### config.mk
export PLATFORM = sky130hd
export DESIGN_NAME = clifford_tableau_gate_update
export DESIGN_NICKNAME = d
export VERILOG_FILES = /design/src/hdl/ctgu_pkg.sv /design/src/hdl/clifford_tableau_gate_update.sv /design/src/hdl/ctgu_ram.sv
export SDC_FILE = /design/constraint.sdc
export NUM_CORES = 2
export LEC_CHECK = 0
export BUFFER_PORTS_ARGS = -buffer_cell sky130_fd_sc_hd__clkbuf_2
export CORE_UTILIZATION = 50
export DETAILED_ROUTE_END_ITERATION = 6
export PLACE_DENSITY = 0.68
export REMOVE_ABC_BUFFERS = 1
export SLEW_MARGIN = 20
export SYNTH_ARGS = -nofsm -noshare
export SYNTH_HDL_FRONTEND = slang
export SYNTH_HIERARCHICAL = 1
export SYNTH_SLANG_ARGS = --single-unit
### constraint.sdc
create_clock -name clk -period 6.2 [get_ports clk]
set_input_delay 1.24 -clock clk [delete_from_list [all_inputs] [get_ports clk]]
set_output_delay 1.24 -clock clk [all_outputs]
set_load 0.01 [all_outputs]
### src/hdl/ctgu_pkg.sv
// ----------------------------------------------------------------------------
// ctgu_pkg
// Shared widths, command and gate codes for the tableau gate update block.
// ----------------------------------------------------------------------------
`default_nettype none

package ctgu_pkg;

  localparam int QUBITS_DEF = 16;

  localparam int CMD_W  = 3;
  localparam int GATE_W = 3;
  localparam int IDX_W  = 4;
  localparam int WORD_W = 16;

  typedef enum logic [CMD_W-1:0] {
    CMD_GATE   = 3'd0,
    CMD_CNOT   = 3'd1,
    CMD_WCOL   = 3'd2,
    CMD_WPHASE = 3'd3,
    CMD_READ   = 3'd4
  } cmd_t;

  typedef enum logic [GATE_W-1:0] {
    GATE_NONE = 3'd0,
    GATE_X    = 3'd1,
    GATE_Y    = 3'd2,
    GATE_Z    = 3'd3,
    GATE_H    = 3'd4,
    GATE_S    = 3'd5,
    GATE_SDG  = 3'd6
  } gate_t;

endpackage

`default_nettype wire

### src/hdl/clifford_tableau_gate_update.sv
// ----------------------------------------------------------------------------
// clifford_tableau_gate_update
// Pipeline: column RAM read into stage 1, then update into output registers.
// One beat per cycle unless out_ready stalls; writes bypass to the next beat.
// Reset clears the phase vector and, via per-entry valid bits, all columns.
// ----------------------------------------------------------------------------
`default_nettype none

module clifford_tableau_gate_update #(
  parameter int QUBITS = ctgu_pkg::QUBITS_DEF
) (
  input  wire logic                        clk,
  input  wire logic                        rst_n,
  input  wire logic                        in_valid,
  output logic                             in_ready,
  input  wire logic [ctgu_pkg::CMD_W-1:0]  in_command,
  input  wire logic [ctgu_pkg::GATE_W-1:0] in_gate_kind,
  input  wire logic [ctgu_pkg::IDX_W-1:0]  in_qubit_index,
  input  wire logic [ctgu_pkg::IDX_W-1:0]  in_target_index,
  input  wire logic [ctgu_pkg::WORD_W-1:0] in_x_word,
  input  wire logic [ctgu_pkg::WORD_W-1:0] in_z_word,
  input  wire logic [ctgu_pkg::WORD_W-1:0] in_phase_word,
  output logic                             out_valid,
  input  wire logic                        out_ready,
  output logic      [ctgu_pkg::WORD_W-1:0] out_x_column,
  output logic      [ctgu_pkg::WORD_W-1:0] out_z_column,
  output logic      [ctgu_pkg::WORD_W-1:0] out_phase_vector,
  output logic                             out_error_flag
);

  import ctgu_pkg::*;

  localparam int AW    = $clog2(QUBITS);
  localparam int EXT_W = IDX_W + AW;
  localparam int WX_W  = WORD_W + QUBITS;

  logic              s1_vld_r;
  logic [CMD_W-1:0]  s1_cmd_r;
  logic [GATE_W-1:0] s1_kind_r;
  logic [IDX_W-1:0]  s1_q_r;
  logic [IDX_W-1:0]  s1_t_r;
  logic [WORD_W-1:0] s1_xw_r;
  logic [WORD_W-1:0] s1_zw_r;
  logic [WORD_W-1:0] s1_pw_r;

  logic              out_vld_r;
  logic [WORD_W-1:0] out_x_r;
  logic [WORD_W-1:0] out_z_r;
  logic [WORD_W-1:0] out_p_r;
  logic              out_err_r;

  logic [QUBITS-1:0] phase_r;
  logic [QUBITS-1:0] x_vld_r;
  logic [QUBITS-1:0] z_vld_r;

  logic              byp_x_en_r;
  logic [AW-1:0]     byp_x_addr_r;
  logic [QUBITS-1:0] byp_x_data_r;
  logic              byp_z_en_r;
  logic [AW-1:0]     byp_z_addr_r;
  logic [QUBITS-1:0] byp_z_data_r;

  logic              load;
  logic              s1_adv;
  logic              out_take;

  logic [EXT_W-1:0]  in_q_ext;
  logic [EXT_W-1:0]  in_t_ext;
  logic [EXT_W-1:0]  s1_q_ext;
  logic [EXT_W-1:0]  s1_t_ext;
  logic [AW-1:0]     rd_q_addr;
  logic [AW-1:0]     rd_t_addr;
  logic [AW-1:0]     s1_qa;
  logic [AW-1:0]     s1_ta;
  logic              q_ok;
  logic              t_ok;

  logic [QUBITS-1:0] ram_xq;
  logic [QUBITS-1:0] ram_xt;
  logic [QUBITS-1:0] ram_zq;
  logic [QUBITS-1:0] ram_zt;
  logic [QUBITS-1:0] xq;
  logic [QUBITS-1:0] xt;
  logic [QUBITS-1:0] zq;
  logic [QUBITS-1:0] zt;

  logic [WX_W-1:0]   xw_ext;
  logic [WX_W-1:0]   zw_ext;
  logic [WX_W-1:0]   pw_ext;

  logic              x_we;
  logic [AW-1:0]     x_waddr;
  logic [QUBITS-1:0] x_wdata;
  logic              z_we;
  logic [AW-1:0]     z_waddr;
  logic [QUBITS-1:0] z_wdata;
  logic [QUBITS-1:0] phase_nxt;
  logic              err_nxt;
  logic [QUBITS-1:0] col_x;
  logic [QUBITS-1:0] col_z;
  logic [WX_W-1:0]   col_x_ext;
  logic [WX_W-1:0]   col_z_ext;
  logic [WX_W-1:0]   phase_ext;

  // handshake
  assign out_take = !out_vld_r || out_ready;
  assign s1_adv   = s1_vld_r && out_take;
  assign in_ready = !s1_vld_r || s1_adv;
  assign load     = in_valid && in_ready;

  // address forming
  assign in_q_ext  = {AW'(0), in_qubit_index};
  assign in_t_ext  = {AW'(0), in_target_index};
  assign s1_q_ext  = {AW'(0), s1_q_r};
  assign s1_t_ext  = {AW'(0), s1_t_r};
  assign s1_qa     = s1_q_ext[AW-1:0];
  assign s1_ta     = s1_t_ext[AW-1:0];
  assign rd_q_addr = load ? in_q_ext[AW-1:0] : s1_qa;
  assign rd_t_addr = load ? in_t_ext[AW-1:0] : s1_ta;
  assign q_ok      = {1'b0, s1_q_ext} < (EXT_W+1)'(QUBITS);
  assign t_ok      = {1'b0, s1_t_ext} < (EXT_W+1)'(QUBITS);

  ctgu_ram #(
    .WIDTH (QUBITS),
    .DEPTH (QUBITS)
  ) u_x_ram (
    .clk       (clk),
    .wr_en     (x_we && s1_adv),
    .wr_addr   (x_waddr),
    .wr_data   (x_wdata),
    .rd_addr_a (rd_q_addr),
    .rd_addr_b (rd_t_addr),
    .rd_data_a (ram_xq),
    .rd_data_b (ram_xt)
  );

  ctgu_ram #(
    .WIDTH (QUBITS),
    .DEPTH (QUBITS)
  ) u_z_ram (
    .clk       (clk),
    .wr_en     (z_we && s1_adv),
    .wr_addr   (z_waddr),
    .wr_data   (z_wdata),
    .rd_addr_a (rd_q_addr),
    .rd_addr_b (rd_t_addr),
    .rd_data_a (ram_zq),
    .rd_data_b (ram_zt)
  );

  // forward last beat's write, zero for never-written entries
  always_comb begin
    if (byp_x_en_r && byp_x_addr_r == s1_qa) begin
      xq = byp_x_data_r;
    end else begin
      xq = x_vld_r[s1_qa] ? ram_xq : '0;
    end
    if (byp_x_en_r && byp_x_addr_r == s1_ta) begin
      xt = byp_x_data_r;
    end else begin
      xt = x_vld_r[s1_ta] ? ram_xt : '0;
    end
    if (byp_z_en_r && byp_z_addr_r == s1_qa) begin
      zq = byp_z_data_r;
    end else begin
      zq = z_vld_r[s1_qa] ? ram_zq : '0;
    end
    if (byp_z_en_r && byp_z_addr_r == s1_ta) begin
      zt = byp_z_data_r;
    end else begin
      zt = z_vld_r[s1_ta] ? ram_zt : '0;
    end
  end

  assign xw_ext = {QUBITS'(0), s1_xw_r};
  assign zw_ext = {QUBITS'(0), s1_zw_r};
  assign pw_ext = {QUBITS'(0), s1_pw_r};

  // column update
  always_comb begin
    x_we      = 1'b0;
    x_waddr   = (s1_cmd_r == CMD_CNOT) ? s1_ta : s1_qa;
    x_wdata   = xq;
    z_we      = 1'b0;
    z_waddr   = s1_qa;
    z_wdata   = zq;
    phase_nxt = phase_r;
    err_nxt   = 1'b0;
    case (s1_cmd_r)
      CMD_GATE: begin
        if (q_ok) begin
          case (s1_kind_r)
            GATE_X:   phase_nxt = phase_r ^ zq;
            GATE_Y:   phase_nxt = phase_r ^ xq ^ zq;
            GATE_Z:   phase_nxt = phase_r ^ xq;
            GATE_H: begin
              phase_nxt = phase_r ^ (xq & zq);
              x_we      = 1'b1;
              x_wdata   = zq;
              z_we      = 1'b1;
              z_wdata   = xq;
            end
            GATE_S: begin
              phase_nxt = phase_r ^ (xq & zq);
              z_we      = 1'b1;
              z_wdata   = zq ^ xq;
            end
            GATE_SDG: begin
              phase_nxt = phase_r ^ (xq & ~zq);
              z_we      = 1'b1;
              z_wdata   = zq ^ xq;
            end
            default: ;
          endcase
        end
      end
      CMD_CNOT: begin
        if (s1_q_r == s1_t_r) begin
          err_nxt = 1'b1;
        end else if (q_ok && t_ok) begin
          phase_nxt = phase_r ^ (xq & zt & ~(xt ^ zq));
          x_we      = 1'b1;
          x_wdata   = xt ^ xq;
          z_we      = 1'b1;
          z_wdata   = zq ^ zt;
        end
      end
      CMD_WCOL: begin
        if (q_ok) begin
          x_we    = 1'b1;
          x_wdata = xw_ext[QUBITS-1:0];
          z_we    = 1'b1;
          z_wdata = zw_ext[QUBITS-1:0];
        end
      end
      CMD_WPHASE: phase_nxt = pw_ext[QUBITS-1:0];
      default: ;
    endcase
  end

  // columns of the named qubit after the step
  always_comb begin
    col_x = (x_we && x_waddr == s1_qa) ? x_wdata : xq;
    col_z = (z_we && z_waddr == s1_qa) ? z_wdata : zq;
    if (!q_ok) begin
      col_x = '0;
      col_z = '0;
    end
  end

  assign col_x_ext = {WORD_W'(0), col_x};
  assign col_z_ext = {WORD_W'(0), col_z};
  assign phase_ext = {WORD_W'(0), phase_nxt};

  always_ff @(posedge clk) begin
    if (!rst_n) begin
      s1_vld_r   <= 1'b0;
      out_vld_r  <= 1'b0;
      phase_r    <= '0;
      x_vld_r    <= '0;
      z_vld_r    <= '0;
      byp_x_en_r <= 1'b0;
      byp_z_en_r <= 1'b0;
    end else begin
      if (load) begin
        s1_vld_r <= 1'b1;
      end else if (s1_adv) begin
        s1_vld_r <= 1'b0;
      end
      if (s1_adv) begin
        out_vld_r <= 1'b1;
      end else if (out_ready) begin
        out_vld_r <= 1'b0;
      end
      if (s1_adv) begin
        phase_r <= phase_nxt;
        if (x_we) begin
          x_vld_r[x_waddr] <= 1'b1;
        end
        if (z_we) begin
          z_vld_r[z_waddr] <= 1'b1;
        end
      end
      byp_x_en_r <= s1_adv && x_we;
      byp_z_en_r <= s1_adv && z_we;
    end
  end

  always_ff @(posedge clk) begin
    byp_x_addr_r <= x_waddr;
    byp_x_data_r <= x_wdata;
    byp_z_addr_r <= z_waddr;
    byp_z_data_r <= z_wdata;
    if (load) begin
      s1_cmd_r  <= in_command;
      s1_kind_r <= in_gate_kind;
      s1_q_r    <= in_qubit_index;
      s1_t_r    <= in_target_index;
      s1_xw_r   <= in_x_word;
      s1_zw_r   <= in_z_word;
      s1_pw_r   <= in_phase_word;
    end
    if (s1_adv) begin
      out_x_r   <= col_x_ext[WORD_W-1:0];
      out_z_r   <= col_z_ext[WORD_W-1:0];
      out_p_r   <= phase_ext[WORD_W-1:0];
      out_err_r <= err_nxt;
    end
  end

  assign out_valid        = out_vld_r;
  assign out_x_column     = out_x_r;
  assign out_z_column     = out_z_r;
  assign out_phase_vector = out_p_r;
  assign out_error_flag   = out_err_r;

endmodule

`default_nettype wire

### src/hdl/ctgu_ram.sv
// ----------------------------------------------------------------------------
// ctgu_ram
// Generic RAM: one write port, two read ports with registered read data.
// ----------------------------------------------------------------------------
`default_nettype none

module ctgu_ram #(
  parameter int WIDTH = 16,
  parameter int DEPTH = 16
) (
  input  wire logic                     clk,
  input  wire logic                     wr_en,
  input  wire logic [$clog2(DEPTH)-1:0] wr_addr,
  input  wire logic [WIDTH-1:0]         wr_data,
  input  wire logic [$clog2(DEPTH)-1:0] rd_addr_a,
  input  wire logic [$clog2(DEPTH)-1:0] rd_addr_b,
  output logic      [WIDTH-1:0]         rd_data_a,
  output logic      [WIDTH-1:0]         rd_data_b
);

  logic [WIDTH-1:0] mem [DEPTH];

  always_ff @(posedge clk) begin
    if (wr_en) begin
      mem[wr_addr] <= wr_data;
    end
    rd_data_a <= mem[rd_addr_a];
    rd_data_b <= mem[rd_addr_b];
  end

endmodule

`default_nettype wire
==> Word level (Yosys, flattened, before mapping) <==
Memory sizes are Yosys's and may differ from the RTL's. A register that Yosys moved wholly into a read port is not among the register bits.
Cells that the tools add are included.
{ "totals": {"regBits": 203, "latchBits": 0, "ramBits": 512, "rom_bits": 0, "in_bits": 66, "output_inout_bits": 51, "wordCells": 148, "mem_count": 2} }
{ "op_classes": {"n_addsub": 0, "mul": 0, "div_mod_pow": 0, "order_cmp": 7, "n_eq_ne": 15, "n_shift": 0, "mux": 60, "n_bitwise": 18, "n_reduce_logical": 24} }
{ "mem_list": {"columns": ["name", "words", "word_bits", "rd", "rd_clocked_by_memory_dff", "wr", "line_no", "text"], "rows": [
  ["u_x_ram.mem", 16, 16, 2, 2, 1, "ctgu_ram.sv:21", "logic [WIDTH-1:0] mem [DEPTH];"],
  ["u_z_ram.mem", 16, 16, 2, 2, 1, "ctgu_ram.sv:21", null]
]} }
{ "op_table": {"columns": ["op", "count"], "rows": [
  ["2-to-1 mux 16 bit", 22],
  ["bitwise XOR 16 bit", 10],
  ["one-hot mux 16 bit (3 select lines)", 3],
  ["one-hot mux 16 bit (5 select lines)", 1],
  ["bitwise AND 16 bit", 4],
  ["NOT 16 bit", 2],
  ["bitwise OR 16 bit", 2],
  ["one-hot mux 16 bit (2 select lines)", 1],
  ["< comparator 4 x 5 -> 1 bit (second input constant)", 5],
  ["equality test 4 bit", 6],
  ["2-to-1 mux 1 bit", 22],
  ["binary-select mux 1 bit (select 4 bit)", 4],
  ["equality test 3 x 2 -> 1 bit (second input constant)", 4],
  ["logical AND 1 bit", 12],
  ["2-to-1 mux 4 bit", 3],
  ["equality test 3 bit (second input constant)", 3],
  ["demux 1 bit (select 4 bit)", 2],
  ["greater-or-equal comparator 4 x 1 -> 1 bit (second input constant)", 2],
  ["equality test 3 x 1 -> 1 bit (second input constant)", 2],
  ["one-hot mux 1 bit (3 select lines)", 2],
  ["AND reduction 2 bit", 2],
  ["nonzero test 2 bit", 2],
  ["OR reduction 2 bit", 2],
  ["zero test 3 bit", 1],
  ["3 further kinds", 5]
]} }

==> Depth between registers and ports, before layout <==
{ "logic_depth": {"depth_word": 11, "depth_mapped": 14, "depth_no_buf": 9} }

==> Modules after synthesis <==
The synthesis kept the hierarchy.
{ "modules_own_cells": {"columns": ["mod", "n_inst", "cells_per_inst", "area_per_inst_um2", "seq_area_each_um2"], "rows": [
  ["ctgu_ram (u_x_ram)", 1, 585, 12335.6, 8328.0],
  ["ctgu_ram (u_z_ram)", 1, 585, 12325.6, 8328.0],
  ["clifford_tableau_gate_update", 1, 1301, 12236.7, 5094.9]
]} }

==> Least setup slack after synthesis <==
OpenSTA, ideal clock, no wires.
{ "synth_path": {"path_kind": "input to register", "from": "input out_ready", "to": "register u_z_ram.rd_data_a[13], read port of u_z_ram.mem", "setup_ns": 0.120, "arrival_ns": 4.108, "required_time_ns": 6.080, "path_slack_ns": 1.972, "cell_stages": 11, "n_path_buf": 2, "path_cell_list": "nor2b_1 nand2_1 nand2_1 inv_1 nand2_1 o21ai_0 buf_4 clkbuf_1 mux4_2 a22oi_1 nand2_1"} }
{ "synth_between": {"elab_chain_cells": 5} }
{ "synth_rtl": {"columns": ["item", "line_no", "text"], "rows": [
  ["start: declaration", "clifford_tableau_gate_update.sv:24", "input wire logic out_ready,"],
  ["logical OR 1 bit", "clifford_tableau_gate_update.sv:106", "assign out_take = !out_vld_r || out_ready;"],
  ["logical AND 1 bit", "clifford_tableau_gate_update.sv:107", "assign s1_adv = s1_vld_r && out_take;"],
  ["logical OR 1 bit", "clifford_tableau_gate_update.sv:108", "assign in_ready = !s1_vld_r || s1_adv;"],
  ["net in_ready", "clifford_tableau_gate_update.sv:15", "output logic in_ready,"],
  ["logical AND 1 bit", "clifford_tableau_gate_update.sv:109", "assign load = in_valid && in_ready;"],
  ["net load", "clifford_tableau_gate_update.sv:63", "logic load;"],
  ["2-to-1 mux 4 bit", null, null],
  ["net rd_q_addr[1]", "clifford_tableau_gate_update.sv:71", "logic [AW-1:0] rd_q_addr;"],
  ["end: declaration", "ctgu_ram.sv:17", "output logic [WIDTH-1:0] rd_data_a,"]
]} }
The timed path passes the listed nets, and every way through them passes these cells.
A chain may end at the register's enable or synchronous reset.

==> Final worst setup path <==
{ "layout_path": {"from": "register s1_q_r[1]", "to": "register out_z_r[0], in the netlist out_z_column[0] (data pin)"} }
{ "layout_between": {"elab_chain_cells": 9, "word_cells_on_any_way": 29, "cone_classes": "order compare: 1; eq/ne: 3; mux: 20; bitwise: 2; reduce/logical: 3"} }
{ "layout_rtl": {"columns": ["item", "line_no", "text"], "rows": [
  ["start: declaration", "clifford_tableau_gate_update.sv:40", "logic [IDX_W-1:0] s1_q_r;"],
  ["start signal: assignment", "clifford_tableau_gate_update.sv:297", "s1_q_r <= in_qubit_index;"],
  ["binary-select mux 1 bit (select 4 bit), on equally long branches", "clifford_tableau_gate_update.sv:166, clifford_tableau_gate_update.sv:156", null],
  ["2-to-1 mux 1 bit, on equally long branches", "clifford_tableau_gate_update.sv:166, clifford_tableau_gate_update.sv:156", null],
  ["2-to-1 mux 16 bit, on equally long branches", "clifford_tableau_gate_update.sv:166, clifford_tableau_gate_update.sv:156", null],
  ["2-to-1 mux 16 bit, on equally long branches", "clifford_tableau_gate_update.sv:163, clifford_tableau_gate_update.sv:153", null],
  ["bitwise XOR 16 bit, on equally long branches", "clifford_tableau_gate_update.sv:206, clifford_tableau_gate_update.sv:211, clifford_tableau_gate_update.sv:225", null],
  ["one-hot mux 16 bit (2 select lines) or 2-to-1 mux 16 bit (tied branches)", "clifford_tableau_gate_update.sv:192, clifford_tableau_gate_update.sv:220", null],
  ["2-to-1 mux 16 bit, on equally long branches", "clifford_tableau_gate_update.sv:191, clifford_tableau_gate_update.sv:218", null],
  ["one-hot mux 16 bit (3 select lines)", "clifford_tableau_gate_update.sv:189", "case (s1_cmd_r)"],
  ["2-to-1 mux 16 bit", "clifford_tableau_gate_update.sv:244", "col_z = (z_we && z_waddr == s1_qa) ? z_wdata : zq;"],
  ["end signal: assignment", "clifford_tableau_gate_update.sv:305", "out_z_r <= col_z_ext[WORD_W-1:0];"],
  ["end: declaration", "clifford_tableau_gate_update.sv:48", "logic [WORD_W-1:0] out_z_r;"]
]} }
Parallel ways exist; a longest one is shown, timed or not. The select of a mux whose other input is x is not followed.

==> metrics <==
CP required=roughly 6.5 ns; drc violations=6; Initial DRC Count=3336; # IOs=117; RSZ-0062 raised after global routing=false; total die area=about 75000 µm²; warnings from Yosys=6; Sw Ratio=approximately a quarter; Yosys reg bits=between 700 and 800; Port Buffer Count=approximately 120; Final period util=a little under three quarters; top achievable clock speed=227 MHz; Lkg Pwr=14.2 nW; placed cells=3442; Final Max Tran Viols=0; critical path class=register to register; RePlAce Congestion=about 0.9; antenna viol nets, final=0; grt ovf=0; Worst EP arrival=~4.7 ns; vias in the first global route=~25k; Synth Cell Area=between 30000 and 40000 µm²; first-pass GRT wire length=between 150000 and 200000 µm; RR Startpoint=s1_q_r[1]; commonest non-fill, non-tap cell in the layout=edfxtp_1; violated checks=design-rule violations; routed len/inst=around 30 µm; total internal power=about 9.5 mW; Post-Layout Inst Area=a little over 40000 µm²; sw power=about 3.2 mW; final setup TNS=0 ns; Nets=between 2k and 3k; final core occ=between 50% and 60%; synthesized instance count=approximately 2.5k; die span in x=between 200 and 300 µm; sequential area share after synthesis=58.9%; prevailing post-synth register cell=edfxtp_1; EDFF count, synth=around 600; GRT Resource Usage Total=between 20 and 30%; reg2reg path depth=9; Clock power frac=roughly two fifths; setup slack, reg-to-reg=1.80 ns; crit path to=out_z_column[0]; final setup violating endpoints=0; Syn Area/Cell=about 15 µm²; share of layout cells above drive strength 1=approximately 25%; WHS=between 0.4 and 0.5 ns; CTS clk-pin slew, worst paths=0.06 ns; Combinational Power Share=approximately an eighth; antenna violations before repair=3; commonest cells after routing, fill and taps aside=edfxtp_1, mux4_2, nand2_1; Chip Height=between 200 and 300 µm; vias per cell=approximately 6.9; Total Wirelength=roughly 110000 µm; Root Driver=clkbuf_16; Regs by FF count=u_x_ram/mem (256), u_z_ram/mem (256); Clock Skew=roughly 0.036 ns; DP Area=between 30000 and 40000 µm²; critical-path maximum fanout=22; FFs w/ async S/R, synth=0%; Starting Density=approximately half; worst setup path startpoint=s1_q_r[1]; Worst Tran Pin Value=around 1.2 ns; hold crit path type=register to register; Post-CTS Resized=0; Crit. End Element=register; Hold Vio Cnt, Final=0; Synth cell types=67; row count=99; htree depth=3; antenna cells=0; Max Cap Violations=0; Core Footprint=73000 µm²; worst vdd ir=248 µV; CTS buffer count=85; Finished Layout Cells=3602; crit path launch type=register; TritonCTS clock tree=built; Area Growth Syn to Fin=12.7%; Via Count=25.0k; status=complete, but fails checks; sequential share of power=between 40% and 50%; router iterations before antenna repair=7; clk_lat worst skew=0.65 ns; Filler Cell Count=5497; R2R Path End=out_z_column[0]; setup bufs post-CTS=0; fin crit period=around 4.4 ns; clock sink count=around 780; Clock Path Buffers=3; Max transition margin=around 20%; Post-CTS Hold Fix Bufs=0; Power Density=around 300 nW/µm²; hpwl dp=67400 µm; largest net degree at the start of global routing=84
## metal layers
layer | vias up | GRT usage (%) | share of wire, %
met3 | 217 | 4.93 | 11
met1 | 12700 | 41.9 | 40
li1 | 10400 | - | -
met2 | 1669 | 43.1 | 46
met5 | - | 0 | 0
met4 | 0 | 9.94 | 3.3
## worst min-delay path by stage
stage | start | to | cells after the start | slack [ns]
after floorplan | x_vld_r[14] | x_vld_r[14] | 2 | 0.43
after global placement | x_vld_r[0] | x_vld_r[0] | 2 | 0.45
final | z_vld_r[1] | z_vld_r[1] | 2 | 0.49
after detailed placement | z_vld_r[1] | z_vld_r[1] | 2 | 0.48
after global routing | x_vld_r[8] | x_vld_r[8] | 2 | 0.51
after CTS | z_vld_r[1] | z_vld_r[1] | 2 | 0.48
## cells by family after synthesis
logic type | Yosys count | synth area share (%)
AO/OA/AOI/OAI | 610 | 12.1
XOR/XNOR | 74 | 1.76
buffers and inverters | 227 | 3.10
flip-flops | 779 | 58.9
multiplexers | 305 | 18.0
AND/OR/NAND/NOR | 476 | 6.09
## power by group through the flow
| stage | registers (mW) | clock network (mW) | logic (mW) |
|---|---|---|---|
| after global placement | 6.12 | 0 | 1.49 |
| after floorplan | 6.06 | 0 | 1.09 |
| after global routing | 6.02 | 5.39 | 1.67 |
| final | 6.02 | 5.13 | 1.57 |
| after detailed placement | 6.12 | 0 | 1.53 |
| after CTS | 6.01 | 5.18 | 1.54 |
## cell type report
class / count / area [µm²] / share of cell area, %
Multi-Input combinational cell: 1465 / 14200 / 34.3
Inverter: 11 / 41.3 / 0.0993
Clock inverter: 44 / 450 / 1.08
Sequential cell: 779 / 21800 / 52.3
Clock buffer: 115 / 2390 / 5.74
Timing Repair Buffer: 229 / 1500 / 3.61
Tap cell: 959 / 1200 / 2.89
## synthesized netlist by cell type (44+ instances only)
| library cell | instances | area share [%] |
|---|---|---|
| nand2_1 | 178 | 1.8 |
| nand3_1 | 61 | 0.83 |
| o21ai_0 | 121 | 1.6 |
| a21oi_1 | 51 | 0.69 |
| nor2_1 | 105 | 1.1 |
| dfxtp_1 | 164 | 8.9 |
| edfxtp_1 | 615 | 50 |
| a22oi_1 | 146 | 3.0 |
| xor2_1 | 44 | 1.0 |
| mux4_2 | 223 | 14 |
| clkbuf_1 | 110 | 1.1 |
| a22o_1 | 46 | 1.1 |
## metrics by stage
step / setup WS [ns] / total power [mW]
floorplan: -7.30 / 7.16
global placement: 1.80 / 7.61
detailed placement: 1.66 / 7.65
CTS: 1.65 / 12.7
global route: 1.54 / 13.1
finish: 1.80 / 12.7
## worst max-delay path, cell delays in order, from the launching register on
cell,delay [ns]
dfxtp_1,1.06
xor2_1,0.15
nor3_1,0.18
buf_4,0.26
nand2_1,0.57
a31o_2,0.59
nand2_1,0.09
o22ai_1,0.07
a22o_1,0.31
o31ai_1,0.77
Power figures use the tool's default switching activity.
